==> src/rtl/btlv_pkg.sv <==
// ----------------------------------------------------------------------------
// btlv_pkg
// Result record, result kinds and error codes of the BER TLV stream decoder.
// ----------------------------------------------------------------------------
package btlv_pkg;

    // Result kinds
    localparam logic [1:0] KIND_HEADER = 2'd0;
    localparam logic [1:0] KIND_VALUE  = 2'd1;
    localparam logic [1:0] KIND_ERROR  = 2'd2;

    // Error codes
    localparam logic [1:0] ERR_NONE     = 2'd0;
    localparam logic [1:0] ERR_TOO_MANY = 2'd1;
    localparam logic [1:0] ERR_EARLY    = 2'd2;

    // Length octet: long form flag and count mask
    localparam logic [7:0] LONG_FORM_FLAG = 8'h80;
    localparam logic [7:0] LENGTH_MASK    = 8'h7F;

    // One result as delivered on the output channel
    typedef struct packed {
        logic [1:0]  result_kind;
        logic [7:0]  elem_tag;
        logic [31:0] elem_length;
        logic [7:0]  value_byte;
        logic        element_last;
        logic        all_done;
        logic [1:0]  error_code;
    } result_t;

endpackage

==> src/rtl/ber_tlv_stream_decoder_core.sv <==
// A result is registered into the result register, or into the skid entry on a stall.
// One byte per cycle while in_ready is high; parser state updates on each transfer.
// A two-entry output buffer (result register plus skid) keeps in_ready independent of
// out_ready; in_ready drops only while the skid entry is occupied.
// Reset (rst_n low, asynchronous): parser back to expecting a tag, buffers empty,
// element_count set to 1.
// ----------------------------------------------------------------------------
// ber_tlv_stream_decoder_core
// BER definite-length TLV stream decoder with registered, buffered results.
// ----------------------------------------------------------------------------
module ber_tlv_stream_decoder_core #(
    parameter int MAX_LENGTH_BYTES = 4
) (
    input  logic        clk,
    input  logic        rst_n,
    // configuration
    input  logic        cfg_wr_en,
    input  logic [7:0]  cfg_wr_data,
    // byte input
    input  logic        in_valid,
    output logic        in_ready,
    input  logic [7:0]  data_byte,
    input  logic        stream_last,
    // result output
    output logic        out_valid,
    input  logic        out_ready,
    output logic [1:0]  result_kind,
    output logic [7:0]  elem_tag,
    output logic [31:0] elem_length,
    output logic [7:0]  value_byte,
    output logic        element_last,
    output logic        all_done,
    output logic [1:0]  error_code
);

    logic [7:0]        element_count_reg;
    logic              out_valid_reg;
    logic              skid_valid_reg;
    btlv_pkg::result_t out_data_reg;
    btlv_pkg::result_t skid_data_reg;

    logic              accept;
    logic              pop;
    logic              emit;
    btlv_pkg::result_t result;

    assign in_ready = !skid_valid_reg;
    assign accept   = in_valid && in_ready;
    assign pop      = out_valid_reg && out_ready;

    btlv_parser #(
        .MAX_LENGTH_BYTES (MAX_LENGTH_BYTES)
    ) u_parser (
        .clk           (clk),
        .rst_n         (rst_n),
        .accept        (accept),
        .data_byte     (data_byte),
        .stream_last   (stream_last),
        .element_count (element_count_reg),
        .emit          (emit),
        .result        (result)
    );

    // Configuration register
    always_ff @(posedge clk or negedge rst_n)
    begin
        if (!rst_n)
            element_count_reg <= 8'd1;
        else if (cfg_wr_en)
            element_count_reg <= cfg_wr_data;
    end

    // Output buffer occupancy
    always_ff @(posedge clk or negedge rst_n)
    begin
        if (!rst_n)
        begin
            out_valid_reg  <= 1'b0;
            skid_valid_reg <= 1'b0;
        end
        else if (skid_valid_reg)
        begin
            if (pop)
                skid_valid_reg <= 1'b0;
        end
        else if (accept && emit)
        begin
            if (out_valid_reg && !pop)
                skid_valid_reg <= 1'b1;
            else
                out_valid_reg <= 1'b1;
        end
        else if (pop)
        begin
            out_valid_reg <= 1'b0;
        end
    end

    // Output buffer payload
    always_ff @(posedge clk)
    begin
        if (skid_valid_reg)
        begin
            if (pop)
                out_data_reg <= skid_data_reg;
        end
        else if (accept && emit)
        begin
            if (out_valid_reg && !pop)
                skid_data_reg <= result;
            else
                out_data_reg <= result;
        end
    end

    assign out_valid    = out_valid_reg;
    assign result_kind  = out_data_reg.result_kind;
    assign elem_tag     = out_data_reg.elem_tag;
    assign elem_length  = out_data_reg.elem_length;
    assign value_byte   = out_data_reg.value_byte;
    assign element_last = out_data_reg.element_last;
    assign all_done     = out_data_reg.all_done;
    assign error_code   = out_data_reg.error_code;

endmodule

==> src/rtl/btlv_parser.sv <==
// ----------------------------------------------------------------------------
// btlv_parser
// Header/value parsing state; one byte per transfer, at most one result.
// ----------------------------------------------------------------------------
module btlv_parser #(
    parameter int MAX_LENGTH_BYTES = 4
) (
    input  logic               clk,
    input  logic               rst_n,
    input  logic               accept,
    input  logic [7:0]         data_byte,
    input  logic               stream_last,
    input  logic [7:0]         element_count,
    output logic               emit,
    output btlv_pkg::result_t  result
);

    localparam int LEFT_W = $clog2(MAX_LENGTH_BYTES + 1);

    // Phase codes
    localparam logic [2:0] PH_TAG     = 3'd0;
    localparam logic [2:0] PH_LEN     = 3'd1;
    localparam logic [2:0] PH_LONG    = 3'd2;
    localparam logic [2:0] PH_VALUE   = 3'd3;
    localparam logic [2:0] PH_DISCARD = 3'd4;

    logic [2:0]        phase_reg,      phase_next;
    logic [7:0]        tag_reg,        tag_next;
    logic [31:0]       acc_reg,        acc_next;
    logic [LEFT_W-1:0] len_left_reg,   len_left_next;
    logic [31:0]       val_left_reg,   val_left_next;
    logic [7:0]        elem_done_reg,  elem_done_next;

    logic       header;
    logic       complete;
    logic       done;
    logic [6:0] count_field;
    logic [1:0] kind;
    logic [1:0] err;
    logic [7:0] vbyte;
    logic       elast;

    assign count_field = data_byte[6:0] & btlv_pkg::LENGTH_MASK[6:0];

    // Next state and result for the byte on the input
    always_comb
    begin
        phase_next     = phase_reg;
        tag_next       = tag_reg;
        acc_next       = acc_reg;
        len_left_next  = len_left_reg;
        val_left_next  = val_left_reg;
        elem_done_next = elem_done_reg;
        emit           = 1'b0;
        header         = 1'b0;
        complete       = 1'b0;
        done           = 1'b0;
        kind           = btlv_pkg::KIND_ERROR;
        err            = btlv_pkg::ERR_NONE;
        vbyte          = 8'd0;
        elast          = 1'b0;

        if (phase_reg != PH_DISCARD)
        begin
            case (phase_reg)
                PH_TAG:
                begin
                    tag_next   = data_byte;
                    acc_next   = 32'd0;
                    phase_next = PH_LEN;
                end
                PH_LEN:
                begin
                    if ((data_byte & btlv_pkg::LONG_FORM_FLAG) != 8'd0)
                    begin
                        if (count_field > 7'(MAX_LENGTH_BYTES))
                        begin
                            err        = btlv_pkg::ERR_TOO_MANY;
                            emit       = 1'b1;
                            phase_next = PH_DISCARD;
                        end
                        else if (count_field == 7'd0)
                        begin
                            acc_next = 32'd0;
                            header   = 1'b1;
                        end
                        else
                        begin
                            len_left_next = count_field[LEFT_W-1:0];
                            phase_next    = PH_LONG;
                        end
                    end
                    else
                    begin
                        acc_next = {25'd0, count_field};
                        header   = 1'b1;
                    end
                end
                PH_LONG:
                begin
                    acc_next      = {acc_reg[23:0], data_byte};
                    len_left_next = len_left_reg - LEFT_W'(1);
                    header        = (len_left_next == '0);
                end
                PH_VALUE:
                begin
                    emit          = 1'b1;
                    kind          = btlv_pkg::KIND_VALUE;
                    vbyte         = data_byte;
                    val_left_next = val_left_reg - 32'd1;
                    complete      = (val_left_next == 32'd0);
                end
                default:
                begin
                    phase_next = PH_DISCARD;
                end
            endcase

            // Header complete: report it, load the value count
            if (header)
            begin
                emit          = 1'b1;
                kind          = btlv_pkg::KIND_HEADER;
                val_left_next = acc_next;
                if (acc_next == 32'd0)
                    complete = 1'b1;
                else
                    phase_next = PH_VALUE;
            end

            // Element complete: count it, stop after the configured number
            if (complete)
            begin
                elast          = 1'b1;
                elem_done_next = elem_done_reg + 8'd1;
                if (elem_done_next == element_count)
                begin
                    done       = 1'b1;
                    phase_next = PH_DISCARD;
                end
                else
                begin
                    phase_next = PH_TAG;
                end
            end

            // Stream ended before the last element was complete
            if (stream_last && !done && err == btlv_pkg::ERR_NONE)
            begin
                err  = btlv_pkg::ERR_EARLY;
                emit = 1'b1;
            end
        end

        // End of buffer: start afresh
        if (stream_last)
        begin
            phase_next     = PH_TAG;
            tag_next       = 8'd0;
            acc_next       = 32'd0;
            len_left_next  = '0;
            val_left_next  = 32'd0;
            elem_done_next = 8'd0;
        end

        result.result_kind  = kind;
        result.elem_tag     = tag_next;
        result.elem_length  = acc_next;
        result.value_byte   = vbyte;
        result.element_last = elast;
        result.all_done     = done;
        result.error_code   = err;
    end

    // Parser state
    always_ff @(posedge clk or negedge rst_n)
    begin
        if (!rst_n)
        begin
            phase_reg     <= PH_TAG;
            tag_reg       <= 8'd0;
            acc_reg       <= 32'd0;
            len_left_reg  <= '0;
            val_left_reg  <= 32'd0;
            elem_done_reg <= 8'd0;
        end
        else if (accept)
        begin
            phase_reg     <= phase_next;
            tag_reg       <= tag_next;
            acc_reg       <= acc_next;
            len_left_reg  <= len_left_next;
            val_left_reg  <= val_left_next;
            elem_done_reg <= elem_done_next;
        end
    end

endmodule

==> config.mk <==
export PLATFORM = sky130hd
export DESIGN_NAME = ber_tlv_stream_decoder_core
export DESIGN_NICKNAME = d
export VERILOG_FILES = /design/src/rtl/btlv_pkg.sv /design/src/rtl/ber_tlv_stream_decoder_core.sv /design/src/rtl/btlv_parser.sv
export SDC_FILE = /design/constraint.sdc
export NUM_CORES = 1
export LEC_CHECK = 0
export BUFFER_PORTS_ARGS = -buffer_cell sky130_fd_sc_hd__buf_2
export CORE_ASPECT_RATIO = 0.75
export CORE_MARGIN = 2
export CORE_UTILIZATION = 60
export CTS_CLUSTER_DIAMETER = 50
export DETAILED_ROUTE_END_ITERATION = 7
export PLACE_DENSITY = 0.85
export SETUP_SLACK_MARGIN = 0.05
export SLEW_MARGIN = 20
export SYNTH_ARGS = -nofsm -noshare
export SYNTH_HDL_FRONTEND = slang
export SYNTH_SLANG_ARGS = --single-unit
==> constraint.sdc <==
create_clock -name clk -period 8.7 [get_ports clk]
set_clock_uncertainty 0.1 [all_clocks]
set_input_delay 0.87 -clock clk [delete_from_list [all_inputs] [get_ports clk]]
set_output_delay 0.87 -clock clk [all_outputs]
set_load 0.01 [all_outputs]
==> run metrics <==
ANT cells 0; r2r setup slk between 4 and 5 ns; First-pass DRT Iterations 6; Req. time, crit path 8.78 ns; Critical Path End Type flop; post-route insts no fill approximately 1300; CTS tree done; Total GRT Usage 0.2748; Final GP Congestion 0.9477; unrepaired setup endpoints after global routing false; WP buf/inv 3; Worst-Margin Slew between 0.9 and 1 ns; CP Max Fanout 56; TritonCTS Buffers 21; layout cells sized above 1 0.1694; slowest CP cell o311ai_0; Hold Crit Class in -> async; setup bufs post-CTS 0; Bufs on Longest Clock Path 3; CTS-repair resized insts 0; Seq/Total Area, Yosys 0.5564; slowest cell delay on critical path 0.79 ns; startpoint class of the critical path flop; leakage dissipation roughly 4.5 nW; WL/cell 19.26 µm; 1st-iter DRT viols between 1000 and 1500; r2r startpoint u_parser.phase_reg[0]; reg2reg end skid_data_reg[42]; Max Cap Violations 0; Post-DRT Antenna Nets 0; largest cells by area after synthesis edfxtp_1 (32%), dfrtp_1 (23%), o21ai_0 (5.6%); CTS clk-pin slew, worst paths roughly 0.070 ns; final setup TNS 0 ns; crit share post-route 0.4375; Mapped Nets 1014; PD cells between 400 and 500 nW/µm²; Synth Register Bits between 200 and 250; first-pass GRT wire length approximately 40000 µm; Clock Latency Late Sink a little over 0.5 ns; # clock sinks 204; number of antenna violations at the first check in global routing 0; final max-slew violation count 0; EDFF count, synth between 100 and 150; Avg Cell Area, Syn 10.28 µm²; Remaining Overflow, GRT 0; Crit path arrival time ~3.9 ns; VDD IR max between 0.0003 and 0.0004 V; Most Crowded Layer GR met1; Cells after Synth 987; fin nets between 1000 and 1500; max reg flops 54; die height roughly 120 µm; DP Area between 10000 and 15000 µm²; Area growth, synth to finish 11.81%; WS Path Type reg -> reg; row count 41; asr flop ratio synth 0.4706; fillcell total between 1000 and 1500; DIE WIDTH ~150 µm; vias per cell roughly 6.4; Clk Tree Root Cell clkbuf_16; final WL between 20000 and 25000 µm; final setup vio count 0; fmax roughly 260 MHz; Post-Layout Inst Area approximately 11000 µm²; CP top delay family buffers and inverters; Inst Count DP between 1000 and 1500; final critical-path required period 3.806 ns; htree depth 1; I/O pins between 70 and 80; met3 Use GR 0.05343; Rel. slew slack 0.3608; Mapped Area around 10000 µm²; DRC viols 0; GR Util met2 0.4108; post-synth top area cell edfxtp_1; Synthesis Warnings 0; final hold vios 0; status finished clean; crit path cell chain nand2b_1, nor2_2, buf_4, a32oi_4, buf_4, nand2_1, o311ai_0, nor3b_2, buf_4; Hold Slack 0.1926 ns; hpwl dp 15780 µm; Most used DFF post-synth edfxtp_1; total core area roughly 17000 µm²; Hold Buf Count CTS 0; Initial Utilization 0.6087; met1 usage 0.4185; Synth top area share 0.3196; Die Footprint around 18000 µm²; unique cell type count in the Yosys netlist 75; largest net degree at the start of global routing 95; number of port buffers 77; vias in the first global route 7328; Vias 8066; R2R cell count 9; CP most frequent cell buf_4
[how the worst max path moves through the flow]
stage	startpoint	end	slack, ns	cells after the start
6_report	u_parser.phase_reg[0]	skid_data_reg[42]	4.89	9
5_1_grt	u_parser.phase_reg[0]	skid_data_reg[42]	4.62	9
4_1_cts	u_parser.phase_reg[0]	skid_data_reg[38]	4.93	9
3_5_place_dp	data_byte[3]	skid_data_reg[34]	4.49	9
3_3_place_gp	data_byte[3]	skid_data_reg[38]	4.64	9
2_1_floorplan	data_byte[3]	skid_data_reg[0]	2.09	6
[worst reg2reg max path: stages, from the launching register on]
cell and delay [ns]:
dfrtp_1 0.45, nand2b_1 0.23, nor2_2 0.04, buf_4 0.25
a32oi_4 0.25, buf_4 0.49, nand2_1 0.27, o311ai_0 0.79
nor3b_2 0.17, buf_4 0.39
[routing by layer]
| metal | up-vias | part of all wire | wire [µm] |
|---|---|---|---|
| met5 | - | 0 | 0 |
| met4 | 0 | 0.020 | 485 |
| met3 | 48 | 0.095 | 2310 |
| met2 | 437 | 0.43 | 10520 |
| met1 | 3849 | 0.45 | 10960 |
| li1 | 3732 | - | - |
[cell families after synthesis]
group | Yosys count | synth area share
flip-flops | 204 | 0.5564
buffers and inverters | 91 | 0.03563
AND/OR/NAND/NOR | 352 | 0.1720
AO/OA/AOI/OAI | 287 | 0.1816
adder cells (fa/ha/maj) | 5 | 0.006164
XOR/XNOR | 16 | 0.01381
multiplexers | 32 | 0.03440
[synthesized netlist by cell type, types with 5 or more instances]
library cell  instances
nand2_1             121
o21ai_0             114
edfxtp_1            108
nor2_1               99
dfrtp_1              95
clkbuf_1             59
o31ai_1              36
a22oi_1              34
a21oi_1              32
inv_1                23
nor3_1               23
a31oi_1              19
mux2_2               18
nor4_1               16
and3_1               12
mux2i_1              12
or2_2                12
xnor2_1              12
nand3_1              10
or4_1                 7
a22o_1                6
a32o_1                6
nand4_1               6
nor2b_1               6
ha_1                  5
nand3b_1              5
or3_1                 5
[through the flow]
stage                     utilization  worst slack [ns]  power, mW
final                          0.6806             4.894      5.070
after global placement         0.6389             4.644      4.038
after CTS                      0.6806             4.932      5.022
after detailed placement       0.6389             4.486      4.094
after global routing           0.6806             4.623      5.417
after floorplan                     -             2.085      3.483
[layout make-up]
class                           instances  area, µm²  area share
Clock buffer                           28      581.8     0.05127
Clock inverter                         10      112.6    0.009924
Multi-Input combinational cell        692       4179      0.3683
Timing Repair Buffer                   88      470.5     0.04146
Tap cell                              215      269.0     0.02371
Inverter                               23      86.33    0.007608
Sequential cell                       204       5648      0.4977
[power breakdown]
part	internal (mW)	total [mW]	switching, mW
Sequential	1.31	1.52	0.211
Combinational	0.950	2.63	1.68
Clock	0.534	0.919	0.386
[layout by cell type, fill, tap and decap left out, types with 10 or more instances in the layout]
master,netlist,layout
buf_2,4,76
nor3_1,23,23
o21ai_0,114,113
nand3_1,10,10
a31oi_1,19,19
nor2_1,99,98
mux2_2,18,18
nor4_1,16,16
o31ai_1,36,36
mux2i_1,12,12
a22oi_1,34,33
edfxtp_1,108,108
a21oi_1,32,32
clkbuf_16,0,21
or2_2,12,12
dfrtp_1,95,94
inv_1,23,23
buf_4,0,12
and3_1,12,12
xnor2_1,12,12
nand2_1,121,121
(Power assumes the default switching activity.)
